==> src/ktd_pkg.sv <==
// ktd_pkg: shared widths, payload structs and the token that travels the cell row
// used by ktd_cell and kendall_tau_distance; no dependencies
package ktd_pkg;

    localparam int MAX_LEN  = 16;
    localparam int VAL_W    = 5;
    localparam int CFG_W    = 5;
    localparam int DIST_W   = 7;
    localparam int IDX_W    = $clog2(MAX_LEN);
    localparam int POS_W    = $clog2(MAX_LEN + 1);
    localparam int CNT_W    = $clog2(MAX_LEN);
    localparam int ACC_W    = $clog2(MAX_LEN * (MAX_LEN - 1) / 2 + 1);
    localparam int CMP_W    = (VAL_W > POS_W) ? VAL_W : POS_W;
    localparam int SAT_W    = (ACC_W > DIST_W) ? ACC_W : DIST_W;
    localparam int DRAIN_W  = $clog2(MAX_LEN + 3);
    localparam logic [DIST_W-1:0] DIST_MAX = '1;

    typedef struct packed {
        logic [VAL_W-1:0] candidate_value;
        logic [VAL_W-1:0] observed_value;
    } item_t;

    typedef struct packed {
        logic [DIST_W-1:0] distance;
        logic              bad_value;
    } result_t;

    typedef struct packed {
        logic             valid;
        logic             fresh;
        logic [POS_W-1:0] value;
        logic [CNT_W-1:0] count;
    } token_t;

    function automatic logic [POS_W-1:0] eff_length(input logic [CFG_W-1:0] v);
        logic [POS_W-1:0] r;
        if (v == '0)
            r = POS_W'(1);
        else if (CMP_W'(v) > CMP_W'(MAX_LEN))
            r = POS_W'(MAX_LEN);
        else
            r = POS_W'(v);
        return r;
    endfunction

endpackage

==> src/ktd_ram.sv <==
// ktd_ram: generic single-write, single-read memory with registered read data
// no dependencies
module ktd_ram #(
    parameter int WIDTH = 8,
    parameter int DEPTH = 16
) (
    input  logic                     clk,
    input  logic                     we,
    input  logic [$clog2(DEPTH)-1:0] waddr,
    input  logic [WIDTH-1:0]         wdata,
    input  logic [$clog2(DEPTH)-1:0] raddr,
    output logic [WIDTH-1:0]         rdata
);

    logic [WIDTH-1:0] mem_reg [DEPTH];
    logic [WIDTH-1:0] rdata_reg;

    always_ff @(posedge clk)
    begin
        if (we)
        begin
            mem_reg[waddr] <= wdata;
        end
        rdata_reg <= mem_reg[raddr];
    end

    assign rdata = rdata_reg;

endmodule

==> src/ktd_cell.sv <==
// ktd_cell: one cell of the inversion row; keeps one position and counts later smaller ones
// depends on ktd_pkg
module ktd_cell (
    input  logic            clk,
    input  logic            rst_n,
    input  logic            clear,
    input  ktd_pkg::token_t tok_in,
    output ktd_pkg::token_t tok_out
);

    import ktd_pkg::*;

    logic             held_valid_reg;
    logic             held_valid_next;
    logic [POS_W-1:0] held_value_reg;
    logic [POS_W-1:0] held_value_next;
    token_t           tok_reg;
    token_t           tok_next;

    always_comb
    begin
        held_valid_next = held_valid_reg;
        held_value_next = held_value_reg;
        tok_next        = tok_in;
        if (clear)
        begin
            held_valid_next = 1'b0;
        end
        else if (tok_in.valid)
        begin
            if (!held_valid_reg)
            begin
                if (tok_in.fresh)
                begin
                    held_valid_next = 1'b1;
                    held_value_next = tok_in.value;
                    tok_next.fresh  = 1'b0;
                end
            end
            else if (held_value_reg > tok_in.value)
            begin
                tok_next.count = tok_in.count + CNT_W'(1);
            end
        end
    end

    always_ff @(posedge clk or negedge rst_n)
    begin
        if (!rst_n)
        begin
            held_valid_reg <= 1'b0;
            tok_reg        <= '0;
        end
        else
        begin
            held_valid_reg <= held_valid_next;
            tok_reg        <= tok_next;
        end
    end

    always_ff @(posedge clk)
    begin
        held_value_reg <= held_value_next;
    end

    assign tok_out = tok_reg;

endmodule

==> src/kendall_tau_distance.sv <==
// kendall_tau_distance: top level; loads two permutations and counts discordant pairs
// depends on ktd_pkg, ktd_ram, ktd_cell
//
// Items are taken one per cycle while busy is low. After the last position of a
// permutation the block raises busy, streams the mapped positions into a row of
// MAX_LEN cells and sums the counts that leave the row; busy stays high while the
// perm_length positions are fed in and travel through the cell row. The result
// then shows for one cycle with done high; there is no way to hold it off, so it
// must be taken in that cycle. A permutation with a value outside 1..perm_length
// gives its result (distance zero, bad_value set) in the cycle after its last
// item, without going busy. Writes to perm_length are taken while busy is low and
// restart the permutation.
module kendall_tau_distance (
    input  logic                     clk,
    input  logic                     rst_n,
    input  logic                     start,
    output logic                     busy,
    input  ktd_pkg::item_t           item,
    output logic                     done,
    output ktd_pkg::result_t         result,
    input  logic                     cfg_valid,
    output logic                     cfg_ready,
    input  logic [ktd_pkg::CFG_W-1:0] cfg_data
);

    import ktd_pkg::*;

    typedef enum logic [1:0] {
        ST_LOAD,
        ST_FEED,
        ST_DRAIN
    } state_t;

    localparam logic [DRAIN_W-1:0] DRAIN_LAST = DRAIN_W'(MAX_LEN + 2);

    state_t             state_reg, state_next;
    logic [POS_W-1:0]   len_reg, len_next;
    logic [IDX_W-1:0]   pos_reg, pos_next;
    logic               err_reg, err_next;
    logic [IDX_W-1:0]   rd_reg, rd_next;
    logic               v1_reg, v1_next;
    logic               v2_reg, v2_next;
    logic [ACC_W-1:0]   acc_reg, acc_next;
    logic [DRAIN_W-1:0] drain_reg, drain_next;
    logic               done_reg, done_next;
    result_t            result_reg, result_next;

    logic               accept;
    logic               cfg_write;
    logic               cand_bad;
    logic               obs_bad;
    logic               err_now;
    logic [POS_W-1:0]   pos_plus;
    logic               last_item;
    logic               last_issue;
    logic               clear_row;
    logic [VAL_W-1:0]   cand_rdata;
    logic [POS_W-1:0]   inv_rdata;
    logic [IDX_W-1:0]   inv_raddr;
    logic [IDX_W-1:0]   inv_waddr;
    logic               sat;
    token_t             tok [MAX_LEN+1];

    assign accept     = start && !busy;
    assign cfg_write  = cfg_valid && cfg_ready;
    assign cand_bad   = (item.candidate_value == '0)
                     || (CMP_W'(item.candidate_value) > CMP_W'(len_reg));
    assign obs_bad    = (item.observed_value == '0)
                     || (CMP_W'(item.observed_value) > CMP_W'(len_reg));
    assign err_now    = err_reg || cand_bad || obs_bad;
    assign pos_plus   = POS_W'(pos_reg) + POS_W'(1);
    assign last_item  = (pos_plus == len_reg);
    assign last_issue = ((POS_W'(rd_reg) + POS_W'(1)) == len_reg);
    assign clear_row  = accept && last_item && !err_now;
    assign inv_waddr  = IDX_W'(item.observed_value - VAL_W'(1));
    assign inv_raddr  = IDX_W'(cand_rdata - VAL_W'(1));
    assign sat        = SAT_W'(acc_reg) > SAT_W'(DIST_MAX);

    ktd_ram #(
        .WIDTH (VAL_W),
        .DEPTH (MAX_LEN)
    ) u_cand_ram (
        .clk   (clk),
        .we    (accept),
        .waddr (pos_reg),
        .wdata (item.candidate_value),
        .raddr (rd_reg),
        .rdata (cand_rdata)
    );

    ktd_ram #(
        .WIDTH (POS_W),
        .DEPTH (MAX_LEN)
    ) u_inv_ram (
        .clk   (clk),
        .we    (accept && !obs_bad),
        .waddr (inv_waddr),
        .wdata (pos_plus),
        .raddr (inv_raddr),
        .rdata (inv_rdata)
    );

    assign tok[0] = '{
        valid: v2_reg && (inv_rdata != '0),
        fresh: 1'b1,
        value: inv_rdata,
        count: '0
    };

    for (genvar i = 0; i < MAX_LEN; i++)
    begin : g_row
        ktd_cell u_cell (
            .clk     (clk),
            .rst_n   (rst_n),
            .clear   (clear_row),
            .tok_in  (tok[i]),
            .tok_out (tok[i+1])
        );
    end

    always_comb
    begin
        state_next  = state_reg;
        len_next    = len_reg;
        pos_next    = pos_reg;
        err_next    = err_reg;
        rd_next     = rd_reg;
        v1_next     = 1'b0;
        v2_next     = v1_reg;
        acc_next    = acc_reg;
        drain_next  = drain_reg;
        done_next   = 1'b0;
        result_next = result_reg;

        if (tok[MAX_LEN].valid)
        begin
            acc_next = acc_reg + ACC_W'(tok[MAX_LEN].count);
        end

        unique case (state_reg)
            ST_LOAD:
            begin
                if (accept)
                begin
                    if (last_item)
                    begin
                        pos_next = '0;
                        err_next = 1'b0;
                        if (err_now)
                        begin
                            done_next            = 1'b1;
                            result_next.distance = '0;
                            result_next.bad_value = 1'b1;
                        end
                        else
                        begin
                            state_next = ST_FEED;
                            rd_next    = '0;
                            acc_next   = '0;
                        end
                    end
                    else
                    begin
                        pos_next = pos_reg + IDX_W'(1);
                        err_next = err_now;
                    end
                end
                if (cfg_write)
                begin
                    len_next = eff_length(cfg_data);
                    pos_next = '0;
                    err_next = 1'b0;
                end
            end
            ST_FEED:
            begin
                v1_next = 1'b1;
                if (last_issue)
                begin
                    state_next = ST_DRAIN;
                    drain_next = '0;
                end
                else
                begin
                    rd_next = rd_reg + IDX_W'(1);
                end
            end
            ST_DRAIN:
            begin
                if (drain_reg == DRAIN_LAST)
                begin
                    state_next            = ST_LOAD;
                    done_next             = 1'b1;
                    result_next.distance  = sat ? DIST_MAX : DIST_W'(acc_reg);
                    result_next.bad_value = 1'b0;
                end
                else
                begin
                    drain_next = drain_reg + DRAIN_W'(1);
                end
            end
            default:
            begin
                state_next = ST_LOAD;
            end
        endcase
    end

    always_ff @(posedge clk or negedge rst_n)
    begin
        if (!rst_n)
        begin
            state_reg  <= ST_LOAD;
            len_reg    <= POS_W'(MAX_LEN);
            pos_reg    <= '0;
            err_reg    <= 1'b0;
            rd_reg     <= '0;
            v1_reg     <= 1'b0;
            v2_reg     <= 1'b0;
            acc_reg    <= '0;
            drain_reg  <= '0;
            done_reg   <= 1'b0;
            result_reg <= '0;
        end
        else
        begin
            state_reg  <= state_next;
            len_reg    <= len_next;
            pos_reg    <= pos_next;
            err_reg    <= err_next;
            rd_reg     <= rd_next;
            v1_reg     <= v1_next;
            v2_reg     <= v2_next;
            acc_reg    <= acc_next;
            drain_reg  <= drain_next;
            done_reg   <= done_next;
            result_reg <= result_next;
        end
    end

    assign busy      = (state_reg != ST_LOAD);
    assign cfg_ready = (state_reg == ST_LOAD);
    assign done      = done_reg;
    assign result    = result_reg;

endmodule
==> config.mk <==
export PLATFORM = sky130hd
export DESIGN_NAME = kendall_tau_distance
export DESIGN_NICKNAME = d
export VERILOG_FILES = /design/src/ktd_pkg.sv /design/src/ktd_ram.sv /design/src/ktd_cell.sv /design/src/kendall_tau_distance.sv
export SDC_FILE = /design/constraint.sdc
export NUM_CORES = 1
export LEC_CHECK = 0
export BUFFER_PORTS_ARGS = -buffer_cell sky130_fd_sc_hd__buf_4
export CORE_AREA = 4 4 203 205
export DETAILED_ROUTE_END_ITERATION = 12
export DIE_AREA = 0 0 207 209
export PLACE_DENSITY = 0.65
export REMOVE_ABC_BUFFERS = 1
export SETUP_SLACK_MARGIN = 0.05
export SYNTH_ARGS = -nofsm -noshare
export SYNTH_HDL_FRONTEND = slang
export SYNTH_SLANG_ARGS = --single-unit
==> constraint.sdc <==
create_clock -name clk -period 3.07 [get_ports clk]
set_clock_uncertainty 0.05 [all_clocks]
set_input_delay 0.614 -clock clk [delete_from_list [all_inputs] [get_ports clk]]
set_output_delay 0.614 -clock clk [all_outputs]
set_load 0.01 [all_outputs]
==> summary.txt <==
Yosys
  – Share of flip-flops with an asynchronous set or reset: 0.485
  – Mapped Cells: 1,281
  – Synth top area cells: edfxtp_1 36%, dfrtp_1 29%, ha_1 7.8%
  – Syn avg cell area: 14.6 µm²
  – Largest area contributor in the netlist: edfxtp_1
  – Post-synth EDFFs: 224
  – Synthesis Warnings: 0
  – Sequential area share after synthesis: 0.661
  – Share of the synthesized area in the top cell type: 0.359
  – Cell Area, Synth: 0.0188 mm²
  – Synth unique cells: 59
  – Top FF cell, synth: edfxtp_1
  – #FFs+latches synth: 452

Detailed routing
  – DRC: 0
  – WL final: 33,600 µm
  – ANT nets after route: 0
  – Via-to-Cell Ratio: 5.17
  – Vias: 10,120
  – Routed len/inst: 17.2 µm
  – Drt pass-1 iters: 5
  – Iter 0 DRT Violations: 497

Clock network
  – H-tree depth: 2
  – CTS Buffer Depth: 3
  – CTS Sinks: 452
  – Worst-Skew Late Latency: 0.57 ns
  – Worst-path clk slew: 0.06 ns
  – CTS tree: built
  – Num CTS Buffers: 48
  – Clock root cell: clkbuf_16

Placement
  – IO Port Bufs: 29
  – Detailed placer's ending HPWL: 23,000 µm
  – RD Place Congestion: 0.805

GRT
  – Global route hottest layer: met2
  – Met2 Usage GRT: 0.261
  – Total gr overflow: 0
  – Initial antenna violation count: 0
  – Global router's overall resource usage: 0.159
  – GR Util met1: 0.219
  – Largest net degree at the start of global routing: 80
  – First-pass GRT wire length: 56,400 µm
  – Met3 GRT Util: 0.0284
  – Vias in the first global route: 10,666

Setup path
  – Launching point of the worst reg2reg path: len_reg[4]$_DFFE_PN1P_
  – Critical Path AT: 3.14 ns
  – Setup crit start kind: flip-flop
  – Worst Setup SP: len_reg[4]$_DFFE_PN1P_
  – CP peak stage delay: 0.57 ns
  – Worst setup EP type: flip-flop
  – Required @ worst endpoint: 3.30 ns
  – Slowest CP cell: dfstp_2
  – Crit Path Category: flip-flop to flip-flop
  – Max FO, Critical Path: 30
  – Critical Path Most Common Cell: buf_12
  – Crit path cell chain: inv_1, ha_1, nand4_1, o221a_2, o21a_1, nor4b_4, buf_12, buf_12, nor4b_1, buf_4

Floorplan
  – Core Box Area: 0.0395 mm²
  – Ports: 30
  – Std cell rows: 73
  – DIE AREA: 0.0433 mm²
  – Die span in x: 207 µm
  – Starting density of the core: 0.475
  – Chip height: 209 µm

Timing
  – Slew Viols, Final: 0
  – Worst rel slew slack: 0.453
  – Part of the cycle the worst path needs: 0.950
  – Worst-Margin Slew: 0.815 ns
  – Endpoints failing setup: 0
  – Hold slack: 0.219 ns
  – Unrepaired setup endpoints after global routing: false
  – Final min period: 2.92 ns
  – FMAX: 343 MHz
  – Final hold vios: 0
  – Final setup TNS: 0 ns

Final layout
  – Share of cells above drive strength 1: 0.157
  – Nets@finish: 1,530
  – N_diodes: 0
  – Layout fillers: 3,211
  – Area growth syn-to-layout: 15.4%
  – Max reg flops: 164

Power
  – Leak: 0.00926 µW
  – Peak supply drop: 0.000712 V
  – Power Dens Cells: 872 mW/mm²
  – Total power: 18,900 µW

Outcome
  – Status: completed

Job
  – Max Cap Viol: 0

Worst hold path
  – Critical hold path startpoint: cfg_data[4]
  – Worst Hold Class: primary input to flip-flop
==> layer usage <==
metal | part of all wire | wire [µm] | vias up
li1 | - | - | 4865
met1 | 0.46 | 15400 | 5079
met2 | 0.49 | 16300 | 124
met3 | 0.033 | 1120 | 52
met4 | 0.023 | 762 | 0
met5 | 0 | 0 | -
==> where the power goes <==
part	switching, µW	total [µW]	internal, µW
Sequential	1010	8750	7740
Combinational	2320	4420	2090
Clock	2290	5710	3420
==> final cells by class <==
class	instances	area [µm²]	share of cell area
flip-flops and latches	452	12400	0.572
clock inverters	17	149	0.00688
inverters	112	420	0.0194
clock buffers	72	1450	0.0668
multi-input cells	692	5860	0.271
repair buffers	87	726	0.0335
well taps	525	657	0.0304
==> critical path: cells and delay by family, from the launching register on <==
| family | cells | cell delay, ns |
|---|---|---|
| AOI/OAI and AO/OA | 2 | 0.51 |
| adders and majority gates | 1 | 0.33 |
| buffers and inverters | 4 | 0.61 |
| DFF | 1 | 0.57 |
| and+or+nand+nor | 3 | 0.54 |
==> stage by stage <==
step           area [µm²]  instances  worst slack, ns  utilization
6_report            21600       1957            0.153        0.549
5_1_grt             21600       1957           0.0583        0.549
4_1_cts             21600       1957            0.128        0.547
3_5_place_dp        20000       1867           0.0607        0.507
3_3_place_gp        20000       1867           0.0676        0.507
2_1_floorplan       18600       1256            -1.76            -
==> worst paths after layout <==
check                                                                     to  slack, ns  depth (start not counted)
worst max-delay path            g_row[12].u_cell.held_value_reg[2]$_DFFE_PP_       0.15                         10
worst min-delay path                                  len_reg[0]$_DFFE_PN0P_       0.22                          2
worst max register to register  g_row[12].u_cell.held_value_reg[2]$_DFFE_PP_       0.15                         10
worst min register to register                              v2_reg$_DFF_PN0_       0.30                          0
max in group asynchronous               g_row[3].u_cell.tok_out[4]$_DFF_PN0_       1.57                          3
min in group asynchronous                               acc_reg[5]$_DFF_PN0_       0.58                          2
==> cell usage after synthesis, types with 14 or more instances <==
master / number
o21ai_0: 22
nor3b_1: 15
o31a_1: 14
xor2_1: 50
inv_1: 112
mux2i_1: 17
nor2b_1: 24
mux4_2: 33
nor2_1: 63
dfrtp_1: 218
and2_1: 18
nor4b_1: 14
mux2_2: 16
a21o_1: 15
o21a_1: 17
a21oi_1: 44
nand3_1: 33
nand2_1: 42
o211ai_1: 16
nor3_1: 21
edfxtp_1: 224
ha_1: 117
==> placed cells by master, fill, tap and decap left out, types with 10 or more instances in the layout <==
cell type,Yosys,final
nor2_1,63,63
mux2i_1,17,17
xor2_1,50,50
dfrtp_1,218,218
clkbuf_1,8,12
mux2_2,16,16
o21a_1,17,17
and2_1,18,18
ha_1,117,117
inv_1,112,112
o31a_1,14,14
o21bai_1,12,12
nand2b_1,12,12
nor3_1,21,21
edfxtp_1,224,224
xnor2_1,10,10
o21ai_0,22,22
a22o_1,10,10
a21o_1,15,15
o211ai_1,16,16
nand3_1,33,33
buf_4,1,80
nor2b_1,24,24
mux4_2,33,33
a21oi_1,44,44
nand2_1,42,42
clkbuf_16,0,51
nor3b_1,15,15
==> what timing repair did <==
action / in CTS / in global routing
setup buffers: 0 / 0
hold buffers: 1 / 0
endpoints found under the hold margin: 72 / 0
resized for setup: 0 / 7
endpoints found under the setup margin: 0 / 35
==> kinds of logic after synthesis <==
| family | synth area share |
|---|---|
| adder cells (fa/ha/maj) | 0.0791 |
| flip-flops | 0.661 |
| multiplexers | 0.0619 |
| AND/OR/NAND/NOR | 0.0778 |
| AO/OA/AOI/OAI | 0.0620 |
| buffers and inverters | 0.0292 |
| XOR/XNOR | 0.0292 |
Note: power is estimated with default switching activity, not from simulation.
